[config.mk]
export PLATFORM = sky130hd
export DESIGN_NAME = wav_header_check_rate_divider_flat
export DESIGN_NICKNAME = d
export VERILOG_FILES = /design/src/rtl/whc_pkg.sv /design/src/rtl/whc_if.sv /design/src/rtl/whc_datapath.sv /design/src/rtl/whc_ctrl.sv /design/src/rtl/wav_header_check_rate_divider.sv /design/src/flat_wrapper.sv
export VERILOG_INCLUDE_DIRS = /design/src /design/src/rtl
export SDC_FILE = /design/constraint.sdc
export NUM_CORES = 1
export LEC_CHECK = 0
export BUFFER_PORTS_ARGS = -buffer_cell sky130_fd_sc_hd__buf_2
export CAP_MARGIN = 20
export CORE_MARGIN = 8
export CORE_UTILIZATION = 30
export DETAILED_ROUTE_END_ITERATION = 6
export PLACE_DENSITY = 0.53
export SYNTH_ARGS = -nofsm -noshare
export SYNTH_HDL_FRONTEND = slang
export SYNTH_HIERARCHICAL = 1
export SYNTH_SLANG_ARGS = --single-unit
[constraint.sdc]
create_clock -name clk -period 3 [get_ports clk]
set_clock_uncertainty 0.1 [all_clocks]
set_input_delay 0.45 -clock clk [delete_from_list [all_inputs] [get_ports clk]]
set_output_delay 0.45 -clock clk [all_outputs]
set_load 0.02 [all_outputs]
[src/rtl/assert_macros.svh]
// ----------------------------------------------------------------------------
// Assertion macros
// Shared concurrent assertion forms, clocked on clk and disabled in reset.
// ----------------------------------------------------------------------------
`ifndef ASSERT_MACROS_SVH
`define ASSERT_MACROS_SVH

// Check that a property holds at every rising edge outside reset.
`define WHC_ASSERT(lbl, prop, msg) \
    lbl: assert property (@(posedge clk) disable iff (!rst_n) (prop)) else $error(msg);

// Check that a condition is never true outside reset.
`define WHC_NEVER(lbl, cond, msg) \
    lbl: assert property (@(posedge clk) disable iff (!rst_n) !(cond)) else $error(msg);

`endif

[src/rtl/whc_pkg.sv]
// ----------------------------------------------------------------------------
// whc_pkg
// Constants, header byte table and controller/datapath signal groups.
// ----------------------------------------------------------------------------
package whc_pkg;

    // Header length in bytes.
    localparam int HEADER_BYTES = 44;

    // Quotient bits produced by the serial divider (clock fits 28 bits).
    localparam int DIV_STEPS = 28;
    localparam int CLK_HZ_W  = 28;
    localparam int CNT_W     = $clog2(DIV_STEPS);

    // Configuration register indexes.
    localparam logic CFG_CLOCK_HZ = 1'b0;
    localparam logic CFG_PRESCALE = 1'b1;
    localparam int   CFG_DATA_W   = 28;

    // Prescaler code that divides by 256.
    localparam logic [2:0] PRESCALE_256 = 3'd7;

    // Commands from the controller to the datapath.
    typedef struct packed {
        logic accept;   // input beat taken this cycle
        logic start;    // load the divider
        logic step;     // one quotient bit
        logic load;     // capture the result into the output register
    } whc_cmd_t;

    // Status from the datapath to the controller.
    typedef struct packed {
        logic last_byte;  // the offered beat is the final header byte
    } whc_status_t;

    // Expected byte at a header position: {checked, value}.
    function automatic logic [8:0] expect_byte(logic [5:0] pos);
        logic [8:0] e;
        unique case (pos)
            6'd0:    e = {1'b1, 8'h52};  // R
            6'd1:    e = {1'b1, 8'h49};  // I
            6'd2:    e = {1'b1, 8'h46};  // F
            6'd3:    e = {1'b1, 8'h46};  // F
            6'd8:    e = {1'b1, 8'h57};  // W
            6'd9:    e = {1'b1, 8'h41};  // A
            6'd10:   e = {1'b1, 8'h56};  // V
            6'd11:   e = {1'b1, 8'h45};  // E
            6'd12:   e = {1'b1, 8'h66};  // f
            6'd13:   e = {1'b1, 8'h6d};  // m
            6'd14:   e = {1'b1, 8'h74};  // t
            6'd15:   e = {1'b1, 8'h20};  // space
            6'd16:   e = {1'b1, 8'd16};  // format length
            6'd17:   e = {1'b1, 8'd0};
            6'd18:   e = {1'b1, 8'd0};
            6'd19:   e = {1'b1, 8'd0};
            6'd20:   e = {1'b1, 8'd1};   // PCM
            6'd21:   e = {1'b1, 8'd0};
            6'd22:   e = {1'b1, 8'd1};   // mono
            6'd23:   e = {1'b1, 8'd0};
            6'd32:   e = {1'b1, 8'd2};   // block align
            6'd33:   e = {1'b1, 8'd0};
            6'd34:   e = {1'b1, 8'd16};  // bits per sample
            6'd35:   e = {1'b1, 8'd0};
            6'd36:   e = {1'b1, 8'h64};  // d
            6'd37:   e = {1'b1, 8'h61};  // a
            6'd38:   e = {1'b1, 8'h74};  // t
            6'd39:   e = {1'b1, 8'h61};  // a
            default: e = {1'b0, 8'h00};  // skipped field or beyond header
        endcase
        return e;
    endfunction

endpackage

[src/rtl/whc_if.sv]
// ----------------------------------------------------------------------------
// whc_if
// Valid/ready channels for header bytes in and parse results out.
// ----------------------------------------------------------------------------
interface whc_in_if;
    logic       valid;
    logic       ready;
    logic [7:0] data_byte;
    logic       first_byte;

    modport source (output valid, output data_byte, output first_byte, input ready);
    modport sink   (input valid, input data_byte, input first_byte, output ready);
endinterface

interface whc_out_if;
    logic        valid;
    logic        ready;
    logic        header_ok;
    logic [31:0] timer_period;
    logic        rate_zero;

    modport source (output valid, output header_ok, output timer_period,
                    output rate_zero, input ready);
    modport sink   (input valid, input header_ok, input timer_period,
                    input rate_zero, output ready);
endinterface

[src/rtl/whc_datapath.sv]
// ----------------------------------------------------------------------------
// whc_datapath
// Header position, match flag, sample rate gather, serial divider and
// result register.
// ----------------------------------------------------------------------------
module whc_datapath
(
    input  logic                           clk,
    input  logic                           rst_n,
    input  whc_pkg::whc_cmd_t              cmd,
    output whc_pkg::whc_status_t           status,
    input  logic [7:0]                     data_byte,
    input  logic                           first_byte,
    input  logic                           cfg_we,
    input  logic                           cfg_index,
    input  logic [whc_pkg::CFG_DATA_W-1:0] cfg_data,
    output logic                           header_ok,
    output logic [31:0]                    timer_period,
    output logic                           rate_zero
);

    localparam int QW = whc_pkg::CLK_HZ_W;

    logic [5:0]    pos_reg, pos_next;
    logic          match_reg, match_next;
    logic [31:0]   acc_reg, acc_next;
    logic [QW-1:0] clk_hz_reg;
    logic [2:0]    presc_reg;

    logic [31:0]   rem_reg, rem_next;
    logic [QW-1:0] quo_reg, quo_next;
    logic          ok_out_reg;
    logic [31:0]   period_out_reg;
    logic          zero_out_reg;

    logic [5:0]    pos_eff;
    logic          match_eff;
    logic [31:0]   acc_eff;
    logic          active;
    logic [8:0]    exp_byte;
    logic [QW-1:0] scaled;
    logic [32:0]   rem_shift;
    logic          fits;
    logic          acc_zero;

    // Restart on the first byte of a file and flag the final header byte
    always_comb
    begin
        pos_eff   = first_byte ? 6'd0 : pos_reg;
        match_eff = first_byte ? 1'b1 : match_reg;
        acc_eff   = first_byte ? 32'd0 : acc_reg;
        active    = (pos_eff < 6'(whc_pkg::HEADER_BYTES));
        exp_byte  = whc_pkg::expect_byte(pos_eff);

        status.last_byte = active && (pos_eff == 6'(whc_pkg::HEADER_BYTES - 1));
    end

    // Check and gather on each accepted header beat
    always_comb
    begin
        pos_next   = pos_reg;
        match_next = match_reg;
        acc_next   = acc_reg;
        if (cmd.accept && active)
        begin
            pos_next   = pos_eff + 6'd1;
            match_next = match_eff && !(exp_byte[8] && (exp_byte[7:0] != data_byte));
            acc_next   = acc_eff;
            if (pos_eff >= 6'd24 && pos_eff <= 6'd27)
            begin
                acc_next = acc_eff | (32'(data_byte) << {pos_eff[1:0], 3'b000});
            end
        end
    end

    // Scale the timer clock by the prescaler
    always_comb
    begin
        if (presc_reg == whc_pkg::PRESCALE_256)
            scaled = clk_hz_reg >> 8;
        else
            scaled = clk_hz_reg >> presc_reg;
    end

    // One restoring division step: shift in a dividend bit, try subtract
    always_comb
    begin
        rem_shift = {rem_reg, quo_reg[QW-1]};
        fits      = (rem_shift >= {1'b0, acc_reg});
        rem_next  = fits ? 32'(rem_shift - {1'b0, acc_reg}) : rem_shift[31:0];
        quo_next  = {quo_reg[QW-2:0], fits};
        acc_zero  = (acc_reg == 32'd0);
    end

    // Hold parse state and configuration
    always_ff @(posedge clk or negedge rst_n)
    begin
        if (!rst_n)
        begin
            pos_reg    <= 6'(whc_pkg::HEADER_BYTES);
            match_reg  <= 1'b1;
            acc_reg    <= 32'd0;
            clk_hz_reg <= QW'(40000000);
            presc_reg  <= 3'd0;
        end
        else
        begin
            pos_reg   <= pos_next;
            match_reg <= match_next;
            acc_reg   <= acc_next;
            if (cfg_we)
            begin
                unique case (cfg_index)
                    whc_pkg::CFG_CLOCK_HZ: clk_hz_reg <= cfg_data[QW-1:0];
                    whc_pkg::CFG_PRESCALE: presc_reg  <= cfg_data[2:0];
                    default:               presc_reg  <= presc_reg;
                endcase
            end
        end
    end

    // Advance the divider and capture the result
    always_ff @(posedge clk)
    begin
        if (cmd.start)
        begin
            rem_reg <= 32'd0;
            quo_reg <= scaled;
        end
        else if (cmd.step)
        begin
            rem_reg <= rem_next;
            quo_reg <= quo_next;
        end

        if (cmd.load)
        begin
            ok_out_reg     <= match_reg;
            zero_out_reg   <= acc_zero;
            period_out_reg <= acc_zero ? 32'hFFFF_FFFF : (32'(quo_reg) - 32'd1);
        end
    end

    assign header_ok    = ok_out_reg;
    assign timer_period = period_out_reg;
    assign rate_zero    = zero_out_reg;

endmodule

[src/rtl/whc_ctrl.sv]
// ----------------------------------------------------------------------------
// whc_ctrl
// Sequencer: take header bytes, run the serial divide, hand off the result.
// ----------------------------------------------------------------------------
`include "assert_macros.svh"

module whc_ctrl
(
    input  logic                 clk,
    input  logic                 rst_n,
    input  logic                 in_valid,
    output logic                 in_ready,
    output logic                 out_valid,
    input  logic                 out_ready,
    input  whc_pkg::whc_status_t status,
    output whc_pkg::whc_cmd_t    cmd
);

    localparam int CW = whc_pkg::CNT_W;

    typedef enum logic [1:0] {
        ST_IDLE,
        ST_DIV,
        ST_DONE
    } state_t;

    state_t        state_reg, state_next;
    logic [CW-1:0] cnt_reg, cnt_next;
    logic          out_valid_reg, out_valid_next;

    // Decode commands and next state
    always_comb
    begin
        state_next = state_reg;
        cnt_next   = cnt_reg;
        in_ready   = 1'b0;
        cmd        = '0;

        unique case (state_reg)
            ST_IDLE:
            begin
                in_ready   = 1'b1;
                cmd.accept = in_valid;
                if (in_valid && status.last_byte)
                begin
                    cmd.start  = 1'b1;
                    cnt_next   = '0;
                    state_next = ST_DIV;
                end
            end
            ST_DIV:
            begin
                cmd.step = 1'b1;
                cnt_next = cnt_reg + CW'(1);
                if (cnt_reg == CW'(whc_pkg::DIV_STEPS - 1))
                    state_next = ST_DONE;
            end
            ST_DONE:
            begin
                if (!out_valid_reg || out_ready)
                begin
                    cmd.load   = 1'b1;
                    state_next = ST_IDLE;
                end
            end
            default:
            begin
                state_next = ST_IDLE;
            end
        endcase

        out_valid_next = (out_valid_reg && !out_ready) || cmd.load;
    end

    // Hold state, step count and output valid
    always_ff @(posedge clk or negedge rst_n)
    begin
        if (!rst_n)
        begin
            state_reg     <= ST_IDLE;
            cnt_reg       <= '0;
            out_valid_reg <= 1'b0;
        end
        else
        begin
            state_reg     <= state_next;
            cnt_reg       <= cnt_next;
            out_valid_reg <= out_valid_next;
        end
    end

    assign out_valid = out_valid_reg;

    // The last header byte always starts a divide
    `WHC_ASSERT(a_last_starts_div, (in_valid && in_ready && status.last_byte) |=> (state_reg == ST_DIV), "last byte did not start divide")
    // A pending result is never overwritten
    `WHC_NEVER(a_no_overwrite, cmd.load && out_valid_reg && !out_ready, "result overwritten")
    // The step count stays within the divide length
    `WHC_ASSERT(a_cnt_range, (state_reg == ST_DIV) |-> (cnt_reg < CW'(whc_pkg::DIV_STEPS)), "divider step count out of range")
    // No byte is taken while the divider runs
    `WHC_NEVER(a_no_accept_busy, cmd.accept && (state_reg != ST_IDLE), "byte taken during divide")

endmodule

[src/rtl/wav_header_check_rate_divider.sv]
// ----------------------------------------------------------------------------
// wav_header_check_rate_divider
// WAV PCM header check and timer period from the sample rate.
//
//   channel  dir  beat                                    width
//   in_ch    in   data_byte, first_byte                   8 + 1
//   out_ch   out  header_ok, timer_period, rate_zero      1 + 32 + 1
//   cfg      in   cfg_we, cfg_index, cfg_data             1 + 1 + 28
//
// Header bytes are taken one per cycle while no divide is running. The final
// byte starts a serial restoring divide of one quotient bit per cycle; the
// result register is then loaded and the block takes new bytes again. Bytes
// after the header are taken and give nothing. Reset leaves the block waiting
// for a first byte. A result waiting on out_ch does not stop byte intake while
// idle, but the next result load waits for it and no bytes are taken meanwhile.
// ----------------------------------------------------------------------------
module wav_header_check_rate_divider
(
    input  logic                           clk,
    input  logic                           rst_n,
    whc_in_if.sink                         in_ch,
    whc_out_if.source                      out_ch,
    input  logic                           cfg_we,
    input  logic                           cfg_index,
    input  logic [whc_pkg::CFG_DATA_W-1:0] cfg_data
);

    whc_pkg::whc_cmd_t    cmd;
    whc_pkg::whc_status_t status;

    // Sequencer
    whc_ctrl u_ctrl
    (
        .clk       (clk),
        .rst_n     (rst_n),
        .in_valid  (in_ch.valid),
        .in_ready  (in_ch.ready),
        .out_valid (out_ch.valid),
        .out_ready (out_ch.ready),
        .status    (status),
        .cmd       (cmd)
    );

    // Parse, divide and result register
    whc_datapath u_datapath
    (
        .clk          (clk),
        .rst_n        (rst_n),
        .cmd          (cmd),
        .status       (status),
        .data_byte    (in_ch.data_byte),
        .first_byte   (in_ch.first_byte),
        .cfg_we       (cfg_we),
        .cfg_index    (cfg_index),
        .cfg_data     (cfg_data),
        .header_ok    (out_ch.header_ok),
        .timer_period (out_ch.timer_period),
        .rate_zero    (out_ch.rate_zero)
    );

endmodule
[src/flat_wrapper.sv]
// flat-port wrapper written by rule: the top's interface ports become plain ports
module wav_header_check_rate_divider_flat 
  (clk, rst_n, cfg_we, cfg_index, cfg_data, in_ch_valid, in_ch_data_byte, in_ch_first_byte, in_ch_ready, out_ch_valid, out_ch_header_ok, out_ch_timer_period, out_ch_rate_zero, out_ch_ready);
  whc_in_if in_ch_i ();
  whc_out_if out_ch_i ();
  input  logic clk;
  input  logic rst_n;
  input  logic cfg_we;
  input  logic cfg_index;
  input  logic [whc_pkg::CFG_DATA_W-1:0] cfg_data;
  input wire logic [$bits(in_ch_i.valid)-1:0] in_ch_valid;
  input wire logic [$bits(in_ch_i.data_byte)-1:0] in_ch_data_byte;
  input wire logic [$bits(in_ch_i.first_byte)-1:0] in_ch_first_byte;
  output wire logic [$bits(in_ch_i.ready)-1:0] in_ch_ready;
  output wire logic [$bits(out_ch_i.valid)-1:0] out_ch_valid;
  output wire logic [$bits(out_ch_i.header_ok)-1:0] out_ch_header_ok;
  output wire logic [$bits(out_ch_i.timer_period)-1:0] out_ch_timer_period;
  output wire logic [$bits(out_ch_i.rate_zero)-1:0] out_ch_rate_zero;
  input wire logic [$bits(out_ch_i.ready)-1:0] out_ch_ready;
  assign in_ch_i.valid = in_ch_valid;
  assign in_ch_i.data_byte = in_ch_data_byte;
  assign in_ch_i.first_byte = in_ch_first_byte;
  assign in_ch_ready = in_ch_i.ready;
  assign out_ch_valid = out_ch_i.valid;
  assign out_ch_header_ok = out_ch_i.header_ok;
  assign out_ch_timer_period = out_ch_i.timer_period;
  assign out_ch_rate_zero = out_ch_i.rate_zero;
  assign out_ch_i.ready = out_ch_ready;
  wav_header_check_rate_divider u_core (.clk(clk), .rst_n(rst_n), .in_ch(in_ch_i), .out_ch(out_ch_i), .cfg_we(cfg_we), .cfg_index(cfg_index), .cfg_data(cfg_data));
endmodule
==> flow_metrics.env <==
export IMPL_endpoint="u_core/u_datapath/rem_reg[29]"
export IMPL_clkPwrFrac_pct=39.4
export IMPL_setup_violations_final=0
export IMPL_finalWorstSetupSlack_ns=0.156
export IMPL_startpoint="u_core/u_datapath/acc_reg[11]"
export IMPL_synth_fp_nets=1216
export IMPL_crit_type="register to register"
export IMPL_viasPerCell=5.14
export IMPL_die_area_um2=41700
export IMPL_swShare_pct=28.0
export IMPL_grt_total_usage_pct=13.9
export IMPL_io_buffers=78
export IMPL_synth_area_leader_cell="edfxtp_1"
export IMPL_grt_overflow_total=0
export IMPL_arrival_ns=3.09
export IMPL_max_vdd_ir_drop_mv=0.307
export IMPL_fin_nets=1309
export IMPL_ant_nets=0
export IMPL_drive_gt1_share_pct=22.2
export IMPL_synth_top_area_share_pct=16.7
export IMPL_vias=8720
export IMPL_synth_edf_count=59
export IMPL_synth_cell_types=78
export IMPL_synth_most_common_cell="nand2_1"
export IMPL_io_pins=79
export IMPL_reg2reg_to="u_core/u_datapath/rem_reg[29]"
export IMPL_place_worst_setup_slack_ns=-0.0189
export IMPL_r2r_cells=11
export IMPL_core_um2=35200
export IMPL_cts_root_buffer="clkbuf_16"
export IMPL_synth_main_ff_cell="dfrtp_1"
export IMPL_maxCapViolations=0
export IMPL_pwr_share_comb_pct=13.6
export IMPL_reg2reg_slack_ns=0.16
export IMPL_wl_um=29100
export IMPL_syn_inst=1131
export IMPL_clk_latency_ns=0.44
export IMPL_syn_cell_area_um2=10600
export IMPL_die_y_um=204
export IMPL_path_clk_slew_ns=0.07
export IMPL_power_switching_mw=1.54
export IMPL_synth_avg_cell_area_um2=9.39
export IMPL_pwr_share_seq_pct=47.0
export IMPL_grt_antenna_before_repair=2
export IMPL_period_needed_ns=2.84
export IMPL_drtPass1Iterations=5
export IMPL_clk_path_buf_depth=2
export IMPL_grt_pass1_wl_um=47000
export IMPL_cts_tree="built"
export IMPL_gp_congestion=0.861
export IMPL_period_share_pct=94.8
export IMPL_synth_seq_cells=169
export IMPL_hold_ws_ns=0.138
export IMPL_drtIter0Drc=549
export IMPL_grt_max_degree=49
export IMPL_crit_required_ns=3.25
export IMPL_synth_commonest_cells="nand2_1 (149), nor2_1 (76), inv_1 (75)"
export IMPL_max_freq_ghz=0.352
export IMPL_synthToLayoutAreaGrowth_pct=17.5
export IMPL_p_total_mw=5.50
export IMPL_num_rows=69
export IMPL_h_tree_depth=4
export IMPL_initial_utilization_pct=30.1
export IMPL_powerDensity_nw_per_um2=441
export IMPL_cp_max_fo=3
export IMPL_p_int_mw=3.96
export IMPL_hold_path_class="input pin to register"
export IMPL_place_hpwl_um=21900
export IMPL_yosysWarnings=6
export IMPL_async_reset_ff_share_pct=46.2
export IMPL_hold_violations=0
export IMPL_slew_viol_final=0
export IMPL_timing_rr_start="u_core/u_datapath/acc_reg[11]"
export IMPL_outcome="completed"
export IMPL_tightest_slew_ns=0.790
export IMPL_cp_end_kind="register"
export IMPL_cts_buffers=17
export IMPL_avgRoutedWirePerCell_um=17.2
export IMPL_rsz0062_at_grt="false"
export IMPL_synth_area_top_cells="edfxtp_1 (17%), dfrtp_1 (16%), dfxtp_1 (6.0%)"
export IMPL_cp_start_kind="register"
export IMPL_clock_sinks=169
export IMPL_ys_seq_area_share_pct=41.3
export IMPL_grt_pass1_vias=8551
export IMPL_drc=0
export IMPL_power_leakage_nw=4.99
export IMPL_relSlewSlack_pct=47.3
export IMPL_die_w_um=204
routing by layer:
metal	vias to the layer above	track usage [%]	wire length, um
li1	4320	-	-
met4	2	3.27	306
met2	203	20.9	12700
met1	4175	20.2	14800
met3	20	2.69	1300
met5	-	0	12
cell type report:
| type | count | area, um^2 |
|---|---|---|
| fillers | 3608 | 22700 |
| multi-input cells | 825 | 5800 |
| flip-flops and latches | 169 | 4380 |
| repair buffers | 135 | 865 |
| well taps | 461 | 577 |
| clock buffers | 18 | 429 |
| inverters | 76 | 289 |
| clock inverters | 13 | 131 |
| diodes | 1 | 2.50 |
power by group through the flow:
stage               Clock [mW]  Combinational (mW)  Sequential, mW
floorplan                    0               0.565            2.56
global placement             0               0.733            2.63
detailed placement           0               0.741            2.63
CTS                       2.23               0.745            2.59
global route              2.33               0.829            2.60
finish                    2.17               0.746            2.59
placed cells by master (no fill, tap or decap), types with 15 or more instances in the layout:
| cell type | count |
|---|---|
| xor2_1 | 21 |
| buf_4 | 53 |
| ha_1 | 32 |
| nor2_1 | 76 |
| inv_1 | 72 |
| nand3_1 | 43 |
| buf_2 | 77 |
| a21o_1 | 17 |
| dfxtp_1 | 32 |
| nor4_1 | 15 |
| a21oi_1 | 56 |
| xnor2_1 | 36 |
| a22o_1 | 32 |
| a311oi_1 | 15 |
| mux2_2 | 38 |
| dfrtp_1 | 64 |
| nand2_1 | 149 |
| edfxtp_1 | 59 |
| o211ai_1 | 25 |
| o21ai_0 | 53 |
| clkbuf_16 | 17 |
repair_timing:
item,CTS,global route
pin swaps,0,12
setup endpoints to repair,4,34
setup buffers,0,4
hold buffers,1,0
endpoints found under the hold margin,33,0
resized for setup,1,30
kinds of logic (layout without fill, tap and decap cells):
family,count (synthesis),in the layout,synth area share [%]
fa+ha+maj,42,42,5.02
flops,169,169,41.3
xor+xnor,57,57,4.70
simple gates,368,368,16.4
mux,62,62,7.60
other cells,0,1,0
compound gates,296,296,19.6
buf+inv,137,242,5.35
through the flow:
step	std cells	instance area [um^2]	setup TNS, ns	utilization (%)
2_1_floorplan	1131	10600	0	-
3_3_place_gp	1661	11700	0	33.3
3_5_place_dp	1661	11700	-0.0215	33.3
4_1_cts	1693	12300	0	35.0
5_1_grt	1698	12500	0	35.4
6_report	1698	12500	0	35.4
critical path, cell delays in order, from the launching register on:
cell	delay [ns]
dfrtp_1	0.39
inv_1	0.08
ha_1	0.31
a2111o_1	0.42
a21oi_2	0.15
o21ai_1	0.09
o21a_2	0.25
a31oi_4	0.18
buf_4	0.18
nor4bb_1	0.21
o31ai_1	0.13
a311oi_1	0.27
worst min-delay path by stage:
| stage | cells past startpoint | end | from | slack [ns] |
|---|---|---|---|---|
| CTS | 2 | u_core/u_datapath/clk_hz_reg[12] | cfg_data[12] | 0.12 |
| global route | 2 | u_core/u_datapath/clk_hz_reg[12] | cfg_data[12] | 0.13 |
| detailed placement | 1 | u_core/u_ctrl/cnt_reg[0] | rst_n | 0.36 |
| finish | 2 | u_core/u_datapath/clk_hz_reg[12] | cfg_data[12] | 0.14 |
| global placement | 2 | u_core/u_datapath/rem_reg[31] | u_core/u_datapath/rem_reg[31] | 0.36 |
| floorplan | 0 | u_core/u_ctrl/cnt_reg[0] | rst_n | 0.05 |
Power figures use the tool's default switching activity.
